## src/design/capsule_distance_core_assert.svh

```systemverilog
// Assertion helpers for the capsule distance core
`ifndef CAPSULE_DISTANCE_CORE_ASSERT_SVH
`define CAPSULE_DISTANCE_CORE_ASSERT_SVH

// same-cycle implication
`define CAPDIST_ASSERT_IMPL(lbl, clk, rst, ante, cons, msg) \
   lbl: assert property (@(posedge clk) disable iff (rst) (ante) |-> (cons)) else $error(msg);

// next-cycle implication
`define CAPDIST_ASSERT_NEXT(lbl, clk, rst, ante, cons, msg) \
   lbl: assert property (@(posedge clk) disable iff (rst) (ante) |=> (cons)) else $error(msg);

`endif

```

## src/design/capdist_pkg.sv

```systemverilog
// ----------------------------------------------------------------------------
// capdist_pkg
// Shared constants and types of the capsule distance core.
// ----------------------------------------------------------------------------
package capdist_pkg;

   localparam int CAPDIST_FRAC_DEFAULT = 16;
   localparam int CAPDIST_COORD_W      = 32;
   localparam int CAPDIST_RADIUS_W     = 31;
   localparam int CAPDIST_CSR_IDX_W    = 3;
   localparam int CAPDIST_ROOT_W       = 33;

   localparam logic [CAPDIST_CSR_IDX_W-1:0] CSR_END_A_X = 3'd0;
   localparam logic [CAPDIST_CSR_IDX_W-1:0] CSR_END_A_Y = 3'd1;
   localparam logic [CAPDIST_CSR_IDX_W-1:0] CSR_END_A_Z = 3'd2;
   localparam logic [CAPDIST_CSR_IDX_W-1:0] CSR_END_B_X = 3'd3;
   localparam logic [CAPDIST_CSR_IDX_W-1:0] CSR_END_B_Y = 3'd4;
   localparam logic [CAPDIST_CSR_IDX_W-1:0] CSR_END_B_Z = 3'd5;
   localparam logic [CAPDIST_CSR_IDX_W-1:0] CSR_RADIUS  = 3'd6;

   typedef struct packed {
      logic              one;
      logic              zero;
      logic [2:0][31:0]  a;
      logic [2:0][32:0]  ab;
      logic [2:0][31:0]  p;
   } capdist_side_type;

endpackage

```

## src/design/capdist_div.sv

```systemverilog
// ----------------------------------------------------------------------------
// capdist_div
// Pipelined restoring divider, one quotient bit per stage.
// ----------------------------------------------------------------------------
module capdist_div
   import capdist_pkg::*;
#(
   parameter int FRAC   = CAPDIST_FRAC_DEFAULT,
   parameter int DW     = 67,
   parameter int SIDE_W = 8
) (
   input  logic              clock,
   input  logic              reset,
   input  logic              adv,
   input  logic              in_valid,
   input  logic [DW-1:0]     in_num,
   input  logic [DW-1:0]     in_den,
   input  logic [SIDE_W-1:0] in_side,
   output logic              out_valid,
   output logic [FRAC-1:0]   out_q,
   output logic [SIDE_W-1:0] out_side
);

   logic              vld_ff  [FRAC];
   logic [DW-1:0]     r_ff    [FRAC];
   logic [DW-1:0]     den_ff  [FRAC];
   logic [FRAC-1:0]   q_ff    [FRAC];
   logic [SIDE_W-1:0] side_ff [FRAC];

   for (genvar k = 0; k < FRAC; k++) begin : g_stage
      logic              vld_prev;
      logic [DW-1:0]     r_prev;
      logic [DW-1:0]     den_prev;
      logic [FRAC-1:0]   q_prev;
      logic [SIDE_W-1:0] side_prev;
      logic [DW:0]       r2;
      logic              ge;
      logic [DW-1:0]     r_in;
      logic [FRAC-1:0]   q_in;

      if (k == 0) begin : g_first
         assign vld_prev  = in_valid;
         assign r_prev    = in_num;
         assign den_prev  = in_den;
         assign q_prev    = '0;
         assign side_prev = in_side;
      end else begin : g_rest
         assign vld_prev  = vld_ff[k-1];
         assign r_prev    = r_ff[k-1];
         assign den_prev  = den_ff[k-1];
         assign q_prev    = q_ff[k-1];
         assign side_prev = side_ff[k-1];
      end

      always_comb begin
         r2   = {r_prev, 1'b0};
         ge   = (r2 >= {1'b0, den_prev});
         r_in = ge ? DW'(r2 - {1'b0, den_prev}) : r2[DW-1:0];
         q_in = {q_prev[FRAC-2:0], ge};
      end

      always_ff @(posedge clock) begin
         if (reset) begin
            vld_ff[k] <= 1'b0;
         end else if (adv) begin
            vld_ff[k] <= vld_prev;
         end
      end

      always_ff @(posedge clock) begin
         if (adv) begin
            r_ff[k]    <= r_in;
            den_ff[k]  <= den_prev;
            q_ff[k]    <= q_in;
            side_ff[k] <= side_prev;
         end
      end
   end

   assign out_valid = vld_ff[FRAC-1];
   assign out_q     = q_ff[FRAC-1];
   assign out_side  = side_ff[FRAC-1];

endmodule

```

## config.mk

```make
export PLATFORM = sky130hd
export DESIGN_NAME = capdist_div
export DESIGN_NICKNAME = d
export VERILOG_FILES = /design/src/design/capsule_distance_core_assert.svh /design/src/design/capdist_pkg.sv /design/src/design/capdist_div.sv
export SDC_FILE = /design/constraint.sdc
export NUM_CORES = 2
export LEC_CHECK = 0
export BUFFER_PORTS_ARGS = -buffer_cell sky130_fd_sc_hd__buf_4
export CAP_MARGIN = 40
export CORE_ASPECT_RATIO = 1.2
export CORE_MARGIN = 3
export CORE_UTILIZATION = 50
export CTS_CLUSTER_SIZE = 25
export DETAILED_ROUTE_END_ITERATION = 8
export PLACE_DENSITY_LB_ADDON = 0.08
export SYNTH_ARGS = -nofsm -noshare
export SYNTH_HDL_FRONTEND = slang
export SYNTH_SLANG_ARGS = --single-unit
```

## constraint.sdc

```tcl
create_clock -name clock -period 4.03 [get_ports clock]
set_input_delay 0.2015 -clock clock [delete_from_list [all_inputs] [get_ports clock]]
set_output_delay 0.2015 -clock clock [all_outputs]
set_load 0.05 [all_outputs]
```

==> results.txt <==
die area = 0.291 mm²
synthesized net count = 15258
Leakage = 77.2 nW
Hold Crit Endpoint = side_ff[0][2]
top-level I/O count = 171
slowest CP cell = o31ai_4
FF-to-FF End = r_ff[7][14]
largest net degree at the start of global routing = 135
reg2reg setup slack = -0.14 ns
endpoint class of the critical path = flop
nets@finish = 17739
Most used DFF post-synth = edfxtp_1
Final Total Pwr = 146 mW
Routed WL = 414000 µm
DR vias/cell = 5.57
Final min period = 4.17 ns
max incr delay on CP = 0.46 ns
Antenna Violating Nets Remaining = 0
worst path required time = 4.69 ns
Total Routing Usage GR = 0.277
failing checks = setup timing
PD cells = 816 mW/mm²
grt total ovfl = 0
Synth Instances = 14026
final period utilization = 1.03
placer's final routability congestion estimate = 1.01
Cells on Worst Hold Path = 2
Sink Count = 2290
first-pass GRT wire length = 639000 µm
drt wl/cell = 20.2 µm
critical path class = reg2reg
Synth Area per Inst = 10.2 µm²
outcome = complete, but fails checks
Synth Cell Area = 0.142 mm²
worst vdd ir = 663 µV
Startpoint Class = flop
CTS buffer count = 247
Hold WC Path Type = in2reg
worst-path maximum fanout = 8
DP HPWL = 321000 µm
Max-cap violations = 0
DRC viols = 0
vias in the first global route = 120039
Final WS setup = -0.138 ns
f_max = 240 MHz
Chip Width = 493 µm
Post-synth EDFFs = 2290
synth warn = 0
pre-CTS setup slack = -0.451 ns
Setup-failing EPs final = 65
critical path's most frequent cell = buf_12
fin. max-slew vios = 0
DR pass1 iterations = 8
share of layout cells above drive strength 1 = 0.217
CTS max path bufs = 4
RR Startpoint = r_ff[6][78]
Fin. Hold Viols = 0
RSZ-0062 raised after global routing = true
Netlist cell types = 118
Yosys reg bits = 2290
slew margin rel. = 0.240
H-tree depth = 4
PortBufs = 170
Vias = 114208
Synth async-reset ratio = 0
initial antenna violation count = 6
Slew @ Worst Pin = 1.13 ns
Starting DRT DRC Count = 6725
Min-Delay Startpoint = in_side[2]
initial core utilization = 0.503
CTS tree = yes
site row count = 214
synthesis-to-finish area growth = 25.4%
Clk Latency, worst-skew pair = 0.90 ns
Seq/Total Area, Yosys = 0.483
Core Box Area = 0.283 mm²
crit path DAT = 4.82 ns
Worst-path clk slew = 0.06 ns
clk_skew = 0.0465 ns
Cell Chain, Critical Path = ha_4 -> buf_4 -> or2_2 -> a21oi_1 -> a21oi_1 -> o31ai_4 -> a21oi_2 -> buf_6 -> o2111ai_4 -> and3_4 -> o31a_1 -> o211ai_4 -> buf_12 -> buf_8 -> buf_16 -> buf_12 -> buf_12 -> nor2_1 -> a21oi_2
worst hold slack = 0.0476 ns
R2R cell count = 19
Die Ht = 591 µm
clk root buf = clkbuf_16
-- synthesized netlist by cell type (32+ instances only) --
| library cell | number | share of area |
|---|---|---|
| edfxtp_1 | 2290 | 0.48 |
| a21oi_1 | 1455 | 0.051 |
| inv_1 | 1328 | 0.035 |
| nand2_1 | 1252 | 0.033 |
| o21ai_0 | 1091 | 0.038 |
| ha_1 | 1071 | 0.094 |
| nor2_1 | 795 | 0.021 |
| a21o_1 | 621 | 0.033 |
| xnor2_1 | 530 | 0.033 |
| clkbuf_1 | 415 | 0.011 |
| xor2_1 | 411 | 0.025 |
| nand4_1 | 319 | 0.014 |
| nand3_1 | 213 | 0.0075 |
| mux2_2 | 194 | 0.015 |
| o21bai_1 | 187 | 0.0099 |
| nor3_1 | 139 | 0.0049 |
| nand2b_1 | 135 | 0.0059 |
| o21a_1 | 122 | 0.0064 |
| nor2b_1 | 113 | 0.0050 |
| buf_2 | 109 | 0.0038 |
| a31oi_1 | 105 | 0.0046 |
| and3_1 | 87 | 0.0038 |
| a211oi_1 | 78 | 0.0041 |
| and2_1 | 70 | 0.0031 |
| o31ai_1 | 70 | 0.0037 |
| a21boi_0 | 53 | 0.0028 |
| o211ai_1 | 52 | 0.0027 |
| or3_1 | 45 | 0.0020 |
| nor4_1 | 42 | 0.0018 |
| o21ai_1 | 32 | 0.0011 |
-- power by group --
part / switching (mW) / internal (mW)
Combinational: 44.6 / 38.4
Sequential: 3.79 / 36.1
Clock: 9.39 / 13.5
-- worst max-delay path by stage --
stage / startpoint / end / slack, ns
3_3_place_gp: r_ff[6][1] / r_ff[6][127] / -1.47
4_1_cts: den_ff[6][67] / r_ff[7][23] / -0.14
3_5_place_dp: in_den[18] / r_ff[0][63] / -0.45
5_1_grt: r_ff[6][75] / r_ff[7][16] / -0.22
6_report: r_ff[6][78] / r_ff[7][14] / -0.14
2_1_floorplan: den_ff[1][0] / r_ff[1][119] / 0.34
-- cells by family after synthesis --
logic type,after synthesis,share of synthesized area
compound gates,4237,0.184
xor+xnor,941,0.0578
fa+ha+maj,1086,0.0961
buf+inv,1903,0.0522
flops,2290,0.483
mux,235,0.0189
simple gates,3334,0.109
-- metal layers --
| metal | track usage | routed length, µm | up-vias |
|---|---|---|---|
| li1 | - | - | 55986 |
| met1 | 0.258 | 138000 | 53711 |
| met2 | 0.553 | 227000 | 3178 |
| met3 | 0.0242 | 12400 | 1333 |
| met4 | 0.207 | 36700 | 0 |
| met5 | 0 | 0 | - |
-- cells in the final DEF (no fill, tap or decap), types with 250 or more instances in the layout --
cell type / instances
a21oi_1: 1388
buf_4: 2454
clkbuf_16: 250
ha_1: 1036
nor2_1: 777
nand2_1: 1246
inv_1: 1315
edfxtp_1: 2290
o21ai_0: 1042
a21o_1: 620
nand4_1: 319
xor2_1: 411
xnor2_1: 530
-- critical path: cells and delay by family, from the launching register on --
| family | cells | cell delay, ns |
|---|---|---|
| AOI/OAI and AO/OA | 8 | 1.47 |
| adders and majority gates | 1 | 0.29 |
| buffers and inverters | 7 | 1.05 |
| DFF | 1 | 0.44 |
| and+or+nand+nor | 3 | 0.66 |
-- cell type report --
| cell class | instances | area (µm²) |
|---|---|---|
| multi-input combinational | 9833 | 68600 |
| timing repair buffer | 2806 | 23300 |
| clock buffer | 278 | 6360 |
| sequential | 2290 | 68800 |
| fill | 22593 | 105000 |
| antenna | 4 | 10.0 |
| clock inverter | 171 | 1850 |
| tap | 3780 | 4730 |
| inverter | 1329 | 4990 |
-- through the flow --
stage	TNS, ns	cells	util	instance area (µm²)
2_1_floorplan	0	14026	-	142000
3_3_place_gp	-209.76	19703	0.579	164000
3_5_place_dp	-137.76	19707	0.580	164000
4_1_cts	-6.17	20454	0.627	178000
5_1_grt	-33.36	20490	0.631	179000
6_report	-2.50	20491	0.631	179000
-- repair_timing --
| item | in CTS | in global routing |
|---|---|---|
| hold endpoints to repair | 200 | 0 |
| setup endpoints to repair | 706 | 785 |
| gates cloned | 27 | 0 |
| hold buffers | 191 | 0 |
| pin swaps | 89 | 74 |
| setup buffers | 84 | 37 |
| resized for setup | 404 | 192 |
-- state kept, by name, summed over array words and instances (netlist names) --
name and flops:
q_ff 136, r_ff 1005, side_ff 128, vld_ff 16, den_ff 1005
No activity file was read; power rests on OpenSTA's default activity.
